===== config.mk =====
export PLATFORM = sky130hd
export DESIGN_NAME = dpp_depth_code
export DESIGN_NICKNAME = d
export VERILOG_FILES = /design/src/dpp_pkg.sv /design/src/dpp_depth_code.sv
export SDC_FILE = /design/constraint.sdc
export NUM_CORES = 1
export LEC_CHECK = 0
export BUFFER_PORTS_ARGS = -buffer_cell sky130_fd_sc_hd__buf_2
export CAP_MARGIN = 40
export CORE_ASPECT_RATIO = 1.2
export CORE_MARGIN = 8
export CORE_UTILIZATION = 62
export DETAILED_ROUTE_END_ITERATION = 8
export PLACE_DENSITY_LB_ADDON = 0.25
export SLEW_MARGIN = 5
export SYNTH_ARGS = -nofsm -noshare
export SYNTH_HDL_FRONTEND = slang
export SYNTH_SLANG_ARGS = --single-unit

===== constraint.sdc =====
create_clock -name clk -period 11.2 [get_ports clk]
set_input_delay 1.12 -clock clk [delete_from_list [all_inputs] [get_ports clk]]
set_output_delay 1.12 -clock clk [all_outputs]
set_load 0.02 [all_outputs]

===== src/dpp_pkg.sv =====
// Shared types and constants of the depth point projector.
`default_nettype none

package dpp_pkg;

    localparam int COORD_W  = 16;
    localparam int Z_W      = COORD_W - 1;
    localparam int FOCAL_W  = 24;
    localparam int CENTER_W = 20;
    localparam int SIZE_W   = 12;
    localparam int QUOT_W   = SIZE_W;
    localparam int CODE_W   = 8;
    localparam int FRAC_W   = 8;
    localparam int INDEX_W  = 3;
    localparam int WDATA_W  = FOCAL_W;

    localparam int PROD_W = FOCAL_W + 1 + COORD_W;
    localparam int CZ_W   = CENTER_W + Z_W;
    localparam int NUM_W  = PROD_W + 1;
    localparam int MAG_W  = NUM_W - FRAC_W;
    localparam int REM_W  = Z_W + QUOT_W;

    localparam int DIV_BITS     = 3;
    localparam int DIV_STAGES   = QUOT_W / DIV_BITS;
    localparam int FRONT_STAGES = 4;
    localparam int LAST_STAGE   = FRONT_STAGES + DIV_STAGES - 1;

    localparam int MAX_RANGE_MM = 4500;
    localparam int DEPTH_FULL   = 255;
    localparam int DEPTH_N_W    = Z_W + CODE_W;
    localparam int RECIP_SHIFT  = 32;
    localparam int RECIP_W      = 25;
    localparam int DPROD_W      = DEPTH_N_W + RECIP_W;
    localparam logic [RECIP_W-1:0] DEPTH_RECIP =
        RECIP_W'((64'd1 << RECIP_SHIFT) / MAX_RANGE_MM);

    localparam logic [FOCAL_W-1:0]  FOCAL_X_RST  = FOCAL_W'(131072);
    localparam logic [FOCAL_W-1:0]  FOCAL_Y_RST  = FOCAL_W'(131072);
    localparam logic [CENTER_W-1:0] CENTER_X_RST = CENTER_W'(40960);
    localparam logic [CENTER_W-1:0] CENTER_Y_RST = CENTER_W'(23040);
    localparam logic [SIZE_W-1:0]   WIDTH_RST    = SIZE_W'(320);
    localparam logic [SIZE_W-1:0]   HEIGHT_RST   = SIZE_W'(180);

    typedef enum logic [INDEX_W-1:0] {
        REG_FOCAL_X,
        REG_FOCAL_Y,
        REG_CENTER_X,
        REG_CENTER_Y,
        REG_IMAGE_WIDTH,
        REG_IMAGE_HEIGHT
    } cfg_index_t;

    typedef struct packed {
        logic signed [COORD_W-1:0] point_x;
        logic signed [COORD_W-1:0] point_y;
        logic signed [COORD_W-1:0] point_z;
    } point_t;

    typedef struct packed {
        logic              in_view;
        logic [SIZE_W-1:0] pixel_col;
        logic [SIZE_W-1:0] pixel_row;
        logic [CODE_W-1:0] depth_code;
    } result_t;

    typedef struct packed {
        logic [INDEX_W-1:0] index;
        logic [WDATA_W-1:0] wdata;
    } cfg_word_t;

    typedef struct packed {
        logic [FOCAL_W-1:0]  focal_x;
        logic [FOCAL_W-1:0]  focal_y;
        logic [CENTER_W-1:0] center_x;
        logic [CENTER_W-1:0] center_y;
        logic [SIZE_W-1:0]   image_width;
        logic [SIZE_W-1:0]   image_height;
    } cfg_regs_t;

endpackage

`default_nettype wire


===== src/dpp_depth_code.sv =====
// Depth code ramp: reciprocal multiply with one correction, then delay line.
`default_nettype none

module dpp_depth_code (
    input  logic                                clk,
    input  logic [dpp_pkg::LAST_STAGE:0]        adv,
    input  logic signed [dpp_pkg::COORD_W-1:0]  point_z,
    output logic [dpp_pkg::CODE_W-1:0]          code,
    output logic                                zpos
);
    import dpp_pkg::*;

    logic                 zpos_in;
    logic                 near_in;
    logic [Z_W-1:0]       span_in;

    logic [DEPTH_N_W-1:0] n0_reg;
    logic                 live0_reg;
    logic                 zpos0_reg;

    logic [DPROD_W-1:0]   prod1_reg;
    logic [DEPTH_N_W-1:0] n1_reg;
    logic                 live1_reg;
    logic                 zpos1_reg;

    logic [CODE_W-1:0]    q2_reg;
    logic [DEPTH_N_W-1:0] r2_reg;
    logic                 live2_reg;
    logic                 zpos2_reg;

    logic [CODE_W-1:0]    code_line_reg [DIV_STAGES+1];
    logic                 zpos_line_reg [DIV_STAGES+1];

    assign zpos_in = !point_z[COORD_W-1] && (point_z != '0);
    assign near_in = point_z < $signed(COORD_W'(MAX_RANGE_MM));
    assign span_in = Z_W'(MAX_RANGE_MM) - point_z[Z_W-1:0];

    always_ff @(posedge clk)
    begin
        if (adv[0])
        begin
            n0_reg    <= DEPTH_N_W'(span_in) * DEPTH_N_W'(DEPTH_FULL);
            live0_reg <= zpos_in && near_in;
            zpos0_reg <= zpos_in;
        end
    end

    always_ff @(posedge clk)
    begin
        if (adv[1])
        begin
            prod1_reg <= DPROD_W'(n0_reg) * DPROD_W'(DEPTH_RECIP);
            n1_reg    <= n0_reg;
            live1_reg <= live0_reg;
            zpos1_reg <= zpos0_reg;
        end
    end

    always_ff @(posedge clk)
    begin
        if (adv[2])
        begin
            q2_reg    <= prod1_reg[RECIP_SHIFT +: CODE_W];
            r2_reg    <= n1_reg - DEPTH_N_W'(prod1_reg[RECIP_SHIFT +: CODE_W])
                                * DEPTH_N_W'(MAX_RANGE_MM);
            live2_reg <= live1_reg;
            zpos2_reg <= zpos1_reg;
        end
    end

    always_ff @(posedge clk)
    begin
        if (adv[3])
        begin
            code_line_reg[0] <= live2_reg
                ? q2_reg + CODE_W'(r2_reg >= DEPTH_N_W'(MAX_RANGE_MM))
                : '0;
            zpos_line_reg[0] <= zpos2_reg;
        end
    end

    for (genvar s = 1; s <= DIV_STAGES; s++)
    begin : g_line
        always_ff @(posedge clk)
        begin
            if (adv[FRONT_STAGES - 1 + s])
            begin
                code_line_reg[s] <= code_line_reg[s-1];
                zpos_line_reg[s] <= zpos_line_reg[s-1];
            end
        end
    end

    assign code = code_line_reg[DIV_STAGES];
    assign zpos = zpos_line_reg[DIV_STAGES];

endmodule

`default_nettype wire


======== After elaboration in Yosys (flattened, before gate mapping) ========
Memory sizes are Yosys's and may differ from the RTL's.
Cells that the tools add are included.
word-level totals
  register bits ........................... 123
  RAM bits ................................ 45
  input port bits ......................... 25
  output and inout bits ................... 9
  logic and storage cells ................. 36
  memories kept ........................... 2
operators by class
  add/subtract/negate cells ............... 3
  multiply operators ...................... 3
  magnitude comparators ................... 2
  multiplexer cells ....................... 11
  reduce and logical (&&, ||, !) cells .... 4
memory list
  name           words  width  rd ports  clocked after memory_dff  write ports  RTL line              source
  code_line_reg  5      8      5         0                         5            dpp_depth_code.sv:31  logic [CODE_W-1:0] code_line_reg [DIV_STAGES+1];
  zpos_line_reg  5      1      5         0                         5            dpp_depth_code.sv:32  logic zpos_line_reg [DIV_STAGES+1];
operator list
  cell                    number
  $mul 23x20->40 const B  1
  $ge 23x13->1 const B    1
  $mul 15x8->23 const B   1
  $sub 23x21->23          1
  $mul 8x11->19 const B   1
  $lt 16x14->1 const B    1
  $reduce_bool 16->1      1
  $sub 13x15->15 const A  1
  $mux 1                  10
  $add 8x1->8             1
  $mux 8                  1
  $logic_and 1x1->1       2
  $logic_not 1->1         1

======== Depth between registers and ports, before layout ========
  word-level depth ........................ 3
  mapped depth ............................ 23
  gate-level depth less buffers ........... 23

======== Worst setup path before layout ========
OpenSTA, ideal clock, no wires.
  kind .................................... input-to-reg
  start point ............................. input point_z[1] in the netlist's numbering
  end point ............................... register n0_reg[22], data pin
  library setup time ...................... 260 ps
  arrival ................................. 6203 ps
  required time ........................... 10940 ps
  setup slack ............................. 4737 ps
  stages .................................. 22
  buffers on the path ..................... 0
  cell sequence ........................... o21ai_0 inv_1 o21ai_0 a21oi_1 o21ai_0 xnor2_1 inv_1 fa_1 inv_1 fa_1 fa_1 inv_1 fa_1 inv_1 ha_1 a21o_1 a21o_1 a21oi_1 o31ai_4 a41oi_1 o21bai_2 xnor2_1
on the way
  word-level cells in the longest chain between the ends .. 2
RTL lines
  what                  RTL line              source
  from (decl)           dpp_depth_code.sv:7   input logic signed [dpp_pkg::COORD_W-1:0] point_z,
  $sub 13x15->15        dpp_depth_code.sv:36  assign span_in = Z_W'(MAX_RANGE_MM) - point_z[Z_W-1:0];
  $mul 15x8->23         dpp_depth_code.sv:42  n0_reg <= DEPTH_N_W'(span_in) * DEPTH_N_W'(DEPTH_FULL);
  to (signal assigned)  dpp_depth_code.sv:42
  to (decl)             dpp_depth_code.sv:17  logic [DEPTH_N_W-1:0] n0_reg;
Every way passes these cells.
A chain may end at the register's enable or synchronous reset.

======== Final worst setup path ========
  start point ............................. input point_z[0] in the netlist's numbering
  end point ............................... register n0_reg[21], data pin
The elaborated chain is that of the path after synthesis.

==> results.py <==
metrics = {
    "place": {
        "hpwl_um": 21390,
        "port_buffers": 33,
        "gp_congestion": 0.8828,
    },
    "timing": {
        "final.min_clock_period_ns": 6.710,
        "rsz0062_at_grt": "no",
        "hold_viol_final": 0,
        "max_freq_mhz": 149.0,
        "slew_viol_final": 0,
        "setup_viol_count_final": 0,
        "worst_pin_slew_ns": 0.7712,
        "period_share_pct": 59.91,
        "setup_tns_ns": 0,
        "slew_headroom_pct": 48.22,
        "finalClockSkew_ns": 0.008017,
    },
    "die": {
        "die_x_um": 154.0,
        "die_h_um": 181.6,
        "core_area_mm2": 0.02245,
        "die_area_mm2": 0.02797,
        "start_util_pct": 63.14,
        "ios": 34,
        "rows": 60,
    },
    "routing": {
        "ant_nets": 0,
        "drt_iter0_markers": 295,
        "routed_wire_length_per_instance_um": 15.94,
        "routed_via_density": 5.424,
        "vias": 8603,
        "drt_first_pass_iters": 7,
        "drt-total-wl_um": 25280,
        "drc": 0,
    },
    "grt": {
        "overflow": 0,
        "grt_max_degree": 32,
        "antenna_found_initial": 0,
        "grt_first_pass_wirelength_um": 42970,
        "grt_use_total_pct": 19.25,
        "grt_pass1_vias": 9224,
    },
    "cts": {
        "cts-root-buf": "clkbuf_16",
        "cts_max_level": 4,
        "cts_sinks": 132,
        "cts_tree": "done",
        "clk_latency_ns": 0.42,
        "numCtsBuffers": 17,
        "hold_buffers": 0,
        "cts.repair.resized": 0,
        "postCtsSetupBuffers": 0,
        "cts.path.max_buffers": 2,
        "path_clk_slew_ns": 0.06,
    },
    "setup_path": {
        "worst_setup_path_start_kind": "input pin",
        "cp_max_fo": 7,
        "worstPathRequired_ns": 11.36,
        "worst-setup-path-type": "in -> reg",
        "critical-path-slowest-cell": "fa_1",
        "end_kind": "register",
        "slowest_delay_ns": 0.60,
        "path_buf_inv": 5,
        "crit_chain": "buf_2, o21ai_0, inv_1, o21ai_0, a21oi_1, nor3_1, xor2_1, inv_1, fa_1, fa_1, fa_1, inv_1, fa_1, inv_1, ha_1, o21a_1, o21ai_1, a311oi_1, nand3b_1, o41ai_2, xnor2_1",
        "critical_path_arrival_ns": 6.87,
        "crit_family": "adder cells",
    },
    "synthesis": {
        "synth-warning-count": 0,
        "synth_seq_area_share_pct": 27.97,
        "synthDistinctLibCells": 57,
        "ys_seq_elements": 132,
        "synth_ff_type": "edfxtp_1",
        "syn_avg_cell_area_um2": 11.34,
        "syn_nets": 1687,
        "synth_edf_count": 132,
        "synthCells": 1250,
        "netlist_area_mm2": 0.01417,
        "async_reset_ff_share_pct": 0,
    },
    "layout": {
        "multi_input_comb_area_mm2": 0.008955,
        "drive_gt1_share_pct": 6.427,
        "syn_to_final_growth_pct": 7.540,
        "register_area_mm2": 0.003964,
        "nets": 1731,
        "largest_reg_flops": 40,
        "n_fill_cell": 1649,
        "diodes": 0,
    },
    "job": {
        "drv_cap": 0,
    },
    "min_path": {
        "hold_path.class": "reg -> reg",
    },
    "status": {
        "status": "complete, no violations",
    },
}
[path summary, 6_finish.rpt]
kind                                                        start                             to  slack (ns)  cells after the start
worst max register to register                n0_reg[3]$_DFFE_PP_        prod1_reg[32]$_DFFE_PP_        4.96                     20
worst min register to register  code_line_reg[0][1]$_SDFFCE_PN0P_  code_line_reg[0][9]$_DFFE_PP_        0.42                      0
worst max-delay path                                   point_z[0]           n0_reg[21]$_DFFE_PP_        4.49                     21
worst min-delay path            code_line_reg[0][1]$_SDFFCE_PN0P_  code_line_reg[0][9]$_DFFE_PP_        0.42                      0
[cells in the mapped netlist, types with 2 or more instances]
cell | instances | area (um^2)
fa_1 | 172 | 3443
nand3_1 | 10 | 50.05
a311oi_1 | 2 | 17.52
a21oi_1 | 49 | 245.2
a21boi_1 | 3 | 22.52
a21oi_2 | 4 | 35.03
edfxtp_1 | 132 | 3964
a31oi_1 | 7 | 43.79
nor3_1 | 5 | 25.02
o21a_1 | 7 | 52.55
or2_2 | 2 | 12.51
o21ai_0 | 29 | 145.1
a21o_1 | 21 | 157.7
ha_1 | 240 | 3003
nor4_1 | 5 | 31.28
nor2_1 | 32 | 120.1
o21bai_1 | 10 | 75.07
a21boi_0 | 2 | 15.01
nand2b_1 | 6 | 37.54
nor2b_1 | 10 | 62.56
o21ba_2 | 2 | 20.02
xor2_1 | 26 | 227.7
inv_1 | 318 | 1194
or3_1 | 4 | 25.02
o21ai_1 | 6 | 30.03
and2_1 | 10 | 62.56
and3_1 | 9 | 56.30
buf_4 | 8 | 60.06
nand4_1 | 7 | 43.79
xnor2_1 | 57 | 499.2
o41ai_1 | 2 | 17.52
nand2_1 | 27 | 101.4
o31ai_1 | 2 | 15.01
[stage by stage]
stage | instance area [um^2] | setup WS [ns] | hold slack (ns) | utilization, % | instances
detailed placement | 14630 | 4.002 | 0.4045 | 65.16 | 1554
CTS | 15240 | 4.435 | 0.4171 | 67.90 | 1586
global route | 15240 | 4.123 | 0.4184 | 67.90 | 1586
floorplan | 14170 | 4.737 | 0.4003 | - | 1250
finish | 15240 | 4.490 | 0.4179 | 67.90 | 1586
global placement | 14630 | 4.208 | 0.4005 | 65.16 | 1554
[cell usage in the layout (no fill, tap or decap), types with 3 or more instances in the layout]
| cell type | count |
|---|---|
| inv_1 | 318 |
| ha_1 | 240 |
| fa_1 | 172 |
| edfxtp_1 | 132 |
| xnor2_1 | 57 |
| a21oi_1 | 49 |
| buf_2 | 33 |
| nor2_1 | 32 |
| o21ai_0 | 29 |
| nand2_1 | 27 |
| xor2_1 | 26 |
| a21o_1 | 21 |
| clkbuf_16 | 17 |
| nor2b_1 | 10 |
| o21bai_1 | 10 |
| nand3_1 | 10 |
| and2_1 | 10 |
| and3_1 | 9 |
| nand4_1 | 7 |
| o21a_1 | 7 |
| a31oi_1 | 7 |
| o21ai_1 | 6 |
| nand2b_1 | 6 |
| nor3_1 | 5 |
| nor4_1 | 5 |
| a21oi_2 | 4 |
| or3_1 | 4 |
| clkinv_8 | 4 |
| inv_6 | 4 |
| a21boi_1 | 3 |
| inv_8 | 3 |
[cell families (layout without fill, tap and decap cells)]
group	count (synthesis)	after routing	synth area share, %
flip-flops	132	132	27.97
AND/OR/NAND/NOR	135	135	4.926
adder cells (fa/ha/maj)	412	412	45.48
AO/OA/AOI/OAI	162	162	7.646
buffers and inverters	326	383	8.846
XOR/XNOR	83	83	5.129
[metal layers]
metal | vias to the layer above | track usage, % | share of wire [%]
met2 | 160 | 36.50 | 55
met3 | 36 | 2.708 | 2.7
li1 | 4176 | - | -
met5 | - | 0 | 0
met1 | 4231 | 21.57 | 40
met4 | 0 | 6.557 | 2.2
[final cells by class]
class,instances,share of cell area [%]
multi-input combinational,792,58.76
clock inverter,15,1.240
clock buffer,17,2.791
tap,279,2.290
inverter,318,7.832
sequential,132,26.01
timing repair buffer,33,1.084
Power is left out: the tool's default activity adds up to more than one toggle a clock period on the data nets, which glitch-free logic cannot reach.
