**config.mk**
```make
export PLATFORM = sky130hd
export DESIGN_NAME = dpp_axis_proj
export DESIGN_NICKNAME = d
export VERILOG_FILES = /design/src/dpp_pkg.sv /design/src/dpp_axis_proj.sv
export SDC_FILE = /design/constraint.sdc
export NUM_CORES = 2
export LEC_CHECK = 0
export BUFFER_PORTS_ARGS = -buffer_cell sky130_fd_sc_hd__clkbuf_2
export CAP_MARGIN = 20
export CORE_MARGIN = 10
export CORE_UTILIZATION = 30
export CTS_BUF_LIST = sky130_fd_sc_hd__clkbuf_4
export DETAILED_ROUTE_END_ITERATION = 6
export HOLD_SLACK_MARGIN = 0.15
export PLACE_DENSITY_LB_ADDON = 0.3
export RECOVER_POWER = 25
export SLEW_MARGIN = 10
export SYNTH_ARGS = -nofsm -noshare
export SYNTH_HDL_FRONTEND = slang
export SYNTH_SLANG_ARGS = --single-unit
```
**constraint.sdc**
```tcl
create_clock -name clk -period 22.5 [get_ports clk]
set_input_delay 4.5 -clock clk [delete_from_list [all_inputs] [get_ports clk]]
set_output_delay 4.5 -clock clk [all_outputs]
set_load 0.02 [all_outputs]
```
**src/dpp_pkg.sv**
```systemverilog
// Shared types and constants of the depth point projector.
`default_nettype none

package dpp_pkg;

    localparam int COORD_W  = 16;
    localparam int Z_W      = COORD_W - 1;
    localparam int FOCAL_W  = 24;
    localparam int CENTER_W = 20;
    localparam int SIZE_W   = 12;
    localparam int QUOT_W   = SIZE_W;
    localparam int CODE_W   = 8;
    localparam int FRAC_W   = 8;
    localparam int INDEX_W  = 3;
    localparam int WDATA_W  = FOCAL_W;

    localparam int PROD_W = FOCAL_W + 1 + COORD_W;
    localparam int CZ_W   = CENTER_W + Z_W;
    localparam int NUM_W  = PROD_W + 1;
    localparam int MAG_W  = NUM_W - FRAC_W;
    localparam int REM_W  = Z_W + QUOT_W;

    localparam int DIV_BITS     = 3;
    localparam int DIV_STAGES   = QUOT_W / DIV_BITS;
    localparam int FRONT_STAGES = 4;
    localparam int LAST_STAGE   = FRONT_STAGES + DIV_STAGES - 1;

    localparam int MAX_RANGE_MM = 4500;
    localparam int DEPTH_FULL   = 255;
    localparam int DEPTH_N_W    = Z_W + CODE_W;
    localparam int RECIP_SHIFT  = 32;
    localparam int RECIP_W      = 25;
    localparam int DPROD_W      = DEPTH_N_W + RECIP_W;
    localparam logic [RECIP_W-1:0] DEPTH_RECIP =
        RECIP_W'((64'd1 << RECIP_SHIFT) / MAX_RANGE_MM);

    localparam logic [FOCAL_W-1:0]  FOCAL_X_RST  = FOCAL_W'(131072);
    localparam logic [FOCAL_W-1:0]  FOCAL_Y_RST  = FOCAL_W'(131072);
    localparam logic [CENTER_W-1:0] CENTER_X_RST = CENTER_W'(40960);
    localparam logic [CENTER_W-1:0] CENTER_Y_RST = CENTER_W'(23040);
    localparam logic [SIZE_W-1:0]   WIDTH_RST    = SIZE_W'(320);
    localparam logic [SIZE_W-1:0]   HEIGHT_RST   = SIZE_W'(180);

    typedef enum logic [INDEX_W-1:0] {
        REG_FOCAL_X,
        REG_FOCAL_Y,
        REG_CENTER_X,
        REG_CENTER_Y,
        REG_IMAGE_WIDTH,
        REG_IMAGE_HEIGHT
    } cfg_index_t;

    typedef struct packed {
        logic signed [COORD_W-1:0] point_x;
        logic signed [COORD_W-1:0] point_y;
        logic signed [COORD_W-1:0] point_z;
    } point_t;

    typedef struct packed {
        logic              in_view;
        logic [SIZE_W-1:0] pixel_col;
        logic [SIZE_W-1:0] pixel_row;
        logic [CODE_W-1:0] depth_code;
    } result_t;

    typedef struct packed {
        logic [INDEX_W-1:0] index;
        logic [WDATA_W-1:0] wdata;
    } cfg_word_t;

    typedef struct packed {
        logic [FOCAL_W-1:0]  focal_x;
        logic [FOCAL_W-1:0]  focal_y;
        logic [CENTER_W-1:0] center_x;
        logic [CENTER_W-1:0] center_y;
        logic [SIZE_W-1:0]   image_width;
        logic [SIZE_W-1:0]   image_height;
    } cfg_regs_t;

endpackage

`default_nettype wire

```
**src/dpp_axis_proj.sv**
```systemverilog
// One image axis: focal product, centre term, magnitude and pipelined divide by depth.
`default_nettype none

module dpp_axis_proj (
    input  logic                                clk,
    input  logic [dpp_pkg::LAST_STAGE:0]        adv,
    input  logic [dpp_pkg::FOCAL_W-1:0]         focal,
    input  logic [dpp_pkg::CENTER_W-1:0]        center,
    input  logic signed [dpp_pkg::COORD_W-1:0]  coord,
    input  logic signed [dpp_pkg::COORD_W-1:0]  point_z,
    output logic [dpp_pkg::QUOT_W-1:0]          quot,
    output logic                                miss
);
    import dpp_pkg::*;

    logic signed [PROD_W-1:0] prod_reg;
    logic [CZ_W-1:0]          cz_reg;
    logic [Z_W-1:0]           z0_reg;

    logic signed [NUM_W-1:0]  num_reg;
    logic [Z_W-1:0]           z1_reg;

    logic [NUM_W-1:0]         mag;
    logic [MAG_W-1:0]         mag8_reg;
    logic                     neg2_reg;
    logic [Z_W-1:0]           z2_reg;

    logic [REM_W-1:0]         rem3_reg;
    logic                     ovf3_reg;
    logic                     neg3_reg;
    logic [Z_W-1:0]           z3_reg;

    logic [REM_W-1:0]         div_rem_reg  [DIV_STAGES-1];
    logic [Z_W-1:0]           div_z_reg    [DIV_STAGES-1];
    logic [QUOT_W-1:0]        div_quot_reg [DIV_STAGES];
    logic                     div_neg_reg  [DIV_STAGES];
    logic                     div_ovf_reg  [DIV_STAGES];

    always_ff @(posedge clk)
    begin
        if (adv[0])
        begin
            prod_reg <= PROD_W'($signed({1'b0, focal})) * PROD_W'(coord);
            cz_reg   <= CZ_W'(center) * CZ_W'(point_z[Z_W-1:0]);
            z0_reg   <= point_z[Z_W-1:0];
        end
    end

    always_ff @(posedge clk)
    begin
        if (adv[1])
        begin
            num_reg <= $signed({prod_reg[PROD_W-1], prod_reg})
                     + $signed({{(NUM_W-CZ_W){1'b0}}, cz_reg});
            z1_reg  <= z0_reg;
        end
    end

    assign mag = num_reg[NUM_W-1] ? NUM_W'(-num_reg) : NUM_W'(num_reg);

    always_ff @(posedge clk)
    begin
        if (adv[2])
        begin
            mag8_reg <= mag[NUM_W-1:FRAC_W];
            neg2_reg <= num_reg[NUM_W-1];
            z2_reg   <= z1_reg;
        end
    end

    always_ff @(posedge clk)
    begin
        if (adv[3])
        begin
            ovf3_reg <= mag8_reg >= {{(MAG_W-REM_W){1'b0}}, z2_reg, {QUOT_W{1'b0}}};
            rem3_reg <= mag8_reg[REM_W-1:0];
            neg3_reg <= neg2_reg;
            z3_reg   <= z2_reg;
        end
    end

    for (genvar s = 0; s < DIV_STAGES; s++)
    begin : g_div
        logic [REM_W-1:0]  rem_in;
        logic [REM_W-1:0]  rem_out;
        logic [QUOT_W-1:0] quot_in;
        logic [QUOT_W-1:0] quot_out;
        logic [Z_W-1:0]    z_in;
        logic              neg_in;
        logic              ovf_in;

        if (s == 0)
        begin : g_first
            assign rem_in  = rem3_reg;
            assign quot_in = '0;
            assign z_in    = z3_reg;
            assign neg_in  = neg3_reg;
            assign ovf_in  = ovf3_reg;
        end
        else
        begin : g_next
            assign rem_in  = div_rem_reg[s-1];
            assign quot_in = div_quot_reg[s-1];
            assign z_in    = div_z_reg[s-1];
            assign neg_in  = div_neg_reg[s-1];
            assign ovf_in  = div_ovf_reg[s-1];
        end

        always_comb
        begin : step
            logic [REM_W-1:0] trial;
            rem_out  = rem_in;
            quot_out = quot_in;
            for (int j = 0; j < DIV_BITS; j++)
            begin
                trial = {{QUOT_W{1'b0}}, z_in} << (QUOT_W - 1 - s * DIV_BITS - j);
                if (rem_out >= trial)
                begin
                    rem_out = rem_out - trial;
                    quot_out[QUOT_W - 1 - s * DIV_BITS - j] = 1'b1;
                end
            end
        end

        always_ff @(posedge clk)
        begin
            if (adv[FRONT_STAGES + s])
            begin
                div_quot_reg[s] <= quot_out;
                div_neg_reg[s]  <= neg_in;
                div_ovf_reg[s]  <= ovf_in;
            end
        end

        if (s < DIV_STAGES - 1)
        begin : g_carry
            always_ff @(posedge clk)
            begin
                if (adv[FRONT_STAGES + s])
                begin
                    div_rem_reg[s] <= rem_out;
                    div_z_reg[s]   <= z_in;
                end
            end
        end
    end

    assign quot = div_quot_reg[DIV_STAGES-1];
    assign miss = div_ovf_reg[DIV_STAGES-1]
               || (div_neg_reg[DIV_STAGES-1] && (quot != '0));

endmodule

`default_nettype wire

```
* Yosys cells after proc, flatten, opt, wreduce, memory -nomap -nowiden
Memory sizes are Yosys's and may differ from the RTL's.
Cells that the tools add are included.
** Word-level totals
- Memory bits (writable) :: 182
- Bits in registers :: 242
- Memories :: 5
- Word-level logic and storage cells :: 81
- Input port bits :: 85
** Operators by class
- Muxes and demuxes :: 32
- Add/sub/neg operators :: 13
- Reduce and logical (&&, ||, !) cells :: 3
- Multiply operators :: 2
- Magnitude comparators :: 13
** Memories
- div_rem_reg :: words 3, width 27, read ports 3, clocked after Yosys merged registers in 0, wr ports 3, line dpp_axis_proj.sv:33 : logic [REM_W-1:0] div_rem_reg [DIV_STAGES-1];
- div_quot_reg :: words 4, width 12, read ports 4, clocked after Yosys merged registers in 0, wr ports 4, line dpp_axis_proj.sv:35 : logic [QUOT_W-1:0] div_quot_reg [DIV_STAGES];
- div_z_reg :: words 3, width 15, read ports 3, clocked after Yosys merged registers in 0, wr ports 3, line dpp_axis_proj.sv:34 : logic [Z_W-1:0] div_z_reg [DIV_STAGES-1];
- div_neg_reg :: words 4, width 1, read ports 4, clocked after Yosys merged registers in 0, wr ports 4, line dpp_axis_proj.sv:36 : logic div_neg_reg [DIV_STAGES];
- div_ovf_reg :: words 4, width 1, read ports 4, clocked after Yosys merged registers in 0, wr ports 4, line dpp_axis_proj.sv:37 : logic div_ovf_reg [DIV_STAGES];
** Operator list (count)
- $mux 27 :: 11
- $add 41x36->42 :: 1
- $neg 42->42 :: 1
- $mul 25x16->41 :: 1
- $mux 41 :: 1
- $mul 20x15->35 :: 1
- $ge 34x27->1 :: 1
- $ge 27x15->1 :: 1
- $ge 27x16->1 :: 1
- $ge 27x17->1 :: 1
- $ge 27x18->1 :: 1
- $ge 27x19->1 :: 1
- $ge 27x20->1 :: 1
- $ge 27x21->1 :: 1
- $ge 27x22->1 :: 1
- $ge 27x23->1 :: 1
- $ge 27x24->1 :: 1
- $ge 27x25->1 :: 1
- $ge 27x26->1 :: 1
- $sub 27x16->27 :: 1
- $sub 27x17->27 :: 1
- $sub 27x18->27 :: 1
- $sub 27x19->27 :: 1
- $sub 27x20->27 :: 1
- 10 further kinds :: 29

* Depth between registers and ports, before layout
An unclocked memory read counts as a cell.
- Depth in word-level cells :: 7
- Depth in mapped cells :: 41
- Mapped depth without buffers :: 37

* Worst setup path after synthesis
No wires, ideal clock.
- Path type :: input to register
- Start :: input focal[12] (netlist bit)
- End :: register prod_reg[40], data pin
- Path buffers :: 1
- Required time :: 22.240 ns
- Arrival time :: 10.952 ns
- Stages :: 25
- Setup time :: 0.260 ns
- Slack :: 11.288 ns
- Cells stage by stage :: clkbuf_1 nand2_1 fa_1 inv_1 fa_1 inv_1 fa_1 inv_1 fa_1 inv_1 fa_1 inv_1 fa_1 ha_1 a21o_1 a21o_1 a311o_1 a221oi_1 a41o_1 o31ai_1 o41a_1 o41ai_1 o2111ai_1 a21oi_1 xnor2_1
** On the way
- Cells in the longest elaborated chain, start to end :: 1
** RTL lines
- start, declared :: line dpp_axis_proj.sv:7 : input logic [dpp_pkg::FOCAL_W-1:0] focal,
- $mul 25x16->41 :: line dpp_axis_proj.sv:43 : prod_reg <= PROD_W'($signed({1'b0, focal})) * PROD_W'(coord);
- end signal, assigned :: line dpp_axis_proj.sv:43
- end, declared :: line dpp_axis_proj.sv:16 : logic signed [PROD_W-1:0] prod_reg;
No other way between the ends.
A chain may end at the register's enable or synchronous reset.

* Worst setup path in the final report
- Start :: input coord[1] (netlist bit)
- End :: register prod_reg[39], data pin
** On the way
- Cells in the longest elaborated chain, start to end :: 1
** RTL lines
- start, declared :: line dpp_axis_proj.sv:9 : input logic signed [dpp_pkg::COORD_W-1:0] coord,
- $mul 25x16->41 :: line dpp_axis_proj.sv:43
No other way between the ends.

==> flow_metrics.py <==
metrics = {
    "status": {
        "status": "finished clean",
    },
    "logic_synthesis": {
        "synth_mux_area_frac": 0.0183,
        "synth_edf_count": 406,
        "ys_async_sr_fraction": 0,
        "postSynthAreaPerCell_sq_um": 9.65,
        "dominantRegCellSynth": "edfxtp_1",
        "synthXorXnorAreaFrac": 0.0490,
        "synth-seq-cells": 406,
        "compound_gate_portion_of_the_synthesized_area": 0.111,
        "ys_seq_area_frac": 0.251,
        "mappedNetlistNets": 6136,
        "syn_inst": 5034,
        "arithmetic_cell_share_of_the_synthesized_area_counting_full_adders_half_adders_and_majority_gates": 0.347,
        "synth_simple_gate_area_frac": 0.156,
        "syn_area_sq_um": 48600,
        "yosysWarningCount": 0,
        "largest_family_of_logic_cells_by_synthesized_area": "adder cells",
        "netlist-cell-type-count": 91,
    },
    "drt": {
        "vias_per_cell": 4.81,
        "vias_after_detailed_routing": 35200,
        "route.detailed.wl_per_inst_um": 16.4,
        "number_of_violations_reported_at_the_end_of_detailed_routing_iteration_0": 1653,
        "detail_route.drc_violations": 0,
        "drt.antenna.violating_nets": 0,
        "drt_pre_antenna_iters": 5,
        "finalWirelength_um": 120000,
    },
    "floorplanning": {
        "height_of_the_die_um": 422,
        "rows": 147,
        "die_w_um": 422,
        "die_area_sq_um": 178000,
        "start_util": 0.302,
        "floorplan.core_area_sq_um": 161000,
        "io_pins": 98,
    },
    "sta": {
        "achievable-frequency_ghz": 0.0872,
        "fin_skew_ps": 83.1,
        "fin_setup_tns_ps": 0,
        "timing.final.crit_share": 0.510,
        "max-slew-margin-rel": 0.190,
        "worst_pin_slew_ps": 1210,
        "finalHoldViolations": 0,
        "grt_setup_unrepaired": "no",
        "drv_slew": 0,
        "fin_crit_ps": 11470,
        "finalSetupViolations": 0,
    },
    "placed_design": {
        "numPortBuffers": 96,
        "gp_routability_congestion": 0.869,
        "dp_hpwl_um": 95400,
    },
    "grt": {
        "grt_antenna_before_repair": 4,
        "track_usage": 0.133,
        "globalRouteMet1Util": 0.161,
        "grt_pass1_wl_um": 194000,
        "grt_overflow": 0,
        "global_route.peak_usage_layer": "met2",
        "globalRouteMet3Util": 0.0162,
        "grt_pass1_vias": 36800,
        "gr-usage-met2": 0.245,
        "grt_max_degree": 58,
    },
    "cts": {
        "cts.sink_count": 406,
        "cts.repair.resized": 0,
        "cts.hold.buffers_added": 0,
        "cts.path.max_buffers": 3,
        "postCtsSetupBuffers": 0,
        "clock_tree_from_tritoncts": "built",
        "inserted_clock_buffers": 99,
        "worst_skew_pair.late_latency_ps": 940,
        "clock_tree.root_cell": "clkbuf_4",
        "cts.htree.levels": 3,
        "path_clk_slew_ps": 70,
    },
    "setup_path": {
        "worst_path_max_delay_cell": "a2111oi_0",
        "critical_path_peak_fanout": 24,
        "critPathMostFrequentCell": "fa_1",
        "timing.critical_path.from_type": "primary input",
        "rr_worst_depth": 35,
        "path_depth": 26,
        "crit_path_max_incr_delay_ps": 760,
        "worstPathBufferInverterCount": 6,
        "data_required_time_of_the_worst_path_ps": 23160,
        "timing.setup.critical_path_class": "in2reg",
        "path_delay_family": "adder cells",
        "data_arrival_critical_path_ps": 12120,
        "worst_setup_path_end_kind": "flip-flop",
    },
    "layout": {
        "postLayoutCoreUtil": 0.327,
        "final_common_cell": "inv_1",
        "largest_reg_flops": 81,
        "syn_to_final_growth_pct": 8.25,
        "final_net_count": 6196,
        "layout-drive-gt1-share": 0.0714,
        "layout.area.seq_sq_um": 12200,
        "fillerInstances": 16700,
        "layout.cells.most_common_list": "inv_1, nand2_1, fa_1",
        "multi_input_area_sq_um": 33100,
    },
    "job": {
        "max_cap_viol_count": 0,
    },
    "hold_path": {
        "holdCritPathClass": "reg2reg",
        "worstHoldPathCells": 0,
    },
}
synthesized netlist by cell type, types with 10 or more instances:
master	n	area, sq um
a211o_1	10	87.6
a211oi_1	23	173
a21boi_0	18	135
a21o_1	102	766
a21oi_1	237	1190
a31oi_1	24	150
and2_1	259	1620
and3_1	27	169
clkbuf_1	142	533
edfxtp_1	406	12200
fa_1	550	11000
ha_1	467	5840
inv_1	720	2700
mux2_2	64	721
mux2i_1	17	170
nand2_1	614	2300
nand2b_1	61	382
nand3_1	69	345
nand4_1	44	275
nor2_1	222	833
nor2b_1	53	332
nor3_1	72	360
nor4_1	29	181
o21a_1	50	375
o21ai_0	184	921
o21bai_1	34	255
o31a_1	18	158
o31ai_1	32	240
o41ai_1	10	87.6
or2_2	21	131
or3_1	16	100
xnor2_1	199	1740
xor2_1	73	639
layout make-up:
| class | count | area share |
|---|---|---|
| inverters | 721 | 0.0515 |
| repair buffers | 112 | 0.0116 |
| well taps | 2160 | 0.0514 |
| multi-input cells | 3754 | 0.630 |
| diodes | 3 | 0.000143 |
| clock inverters | 40 | 0.00523 |
| clock buffers | 132 | 0.0188 |
| flip-flops and latches | 406 | 0.232 |
layer usage:
metal / wire (um) / share of wire
met4: 3310 / 0.028
met3: 3880 / 0.032
met1: 51200 / 0.43
met5: 0 / 0
met2: 61500 / 0.51
path summary, 6_finish.rpt:
check,startpoint,slack (ps),endpoint
worst max-delay path,coord[1],11030,prod_reg[39]
worst min-delay path,z1_reg[11],400,z2_reg[11]
worst max register to register,g_div[0].z_in[1],11440,div_rem_reg[0][15]
worst min register to register,z1_reg[11],400,z2_reg[11]
logic make-up after synthesis:
| group | Yosys count |
|---|---|
| adder cells (fa/ha/maj) | 1017 |
| flip-flops | 406 |
| AO/OA/AOI/OAI | 834 |
| XOR/XNOR | 272 |
| buffers and inverters | 874 |
| AND/OR/NAND/NOR | 1550 |
| multiplexers | 81 |
metrics by stage:
stage | cells | instance area, sq um | worst slack [ps] | hold WS, ps
after global placement | 7151 | 51300 | 10160 | 402
after global routing | 7328 | 52600 | 10420 | 395
final | 7328 | 52600 | 11030 | 401
after detailed placement | 7151 | 51300 | 10060 | 405
after CTS | 7323 | 52600 | 11150 | 397
after floorplan | 5034 | 48600 | 11290 | 400
Power is not shown: default switching activity piles up to over one toggle a cycle in this logic, so the estimate is an artifact.
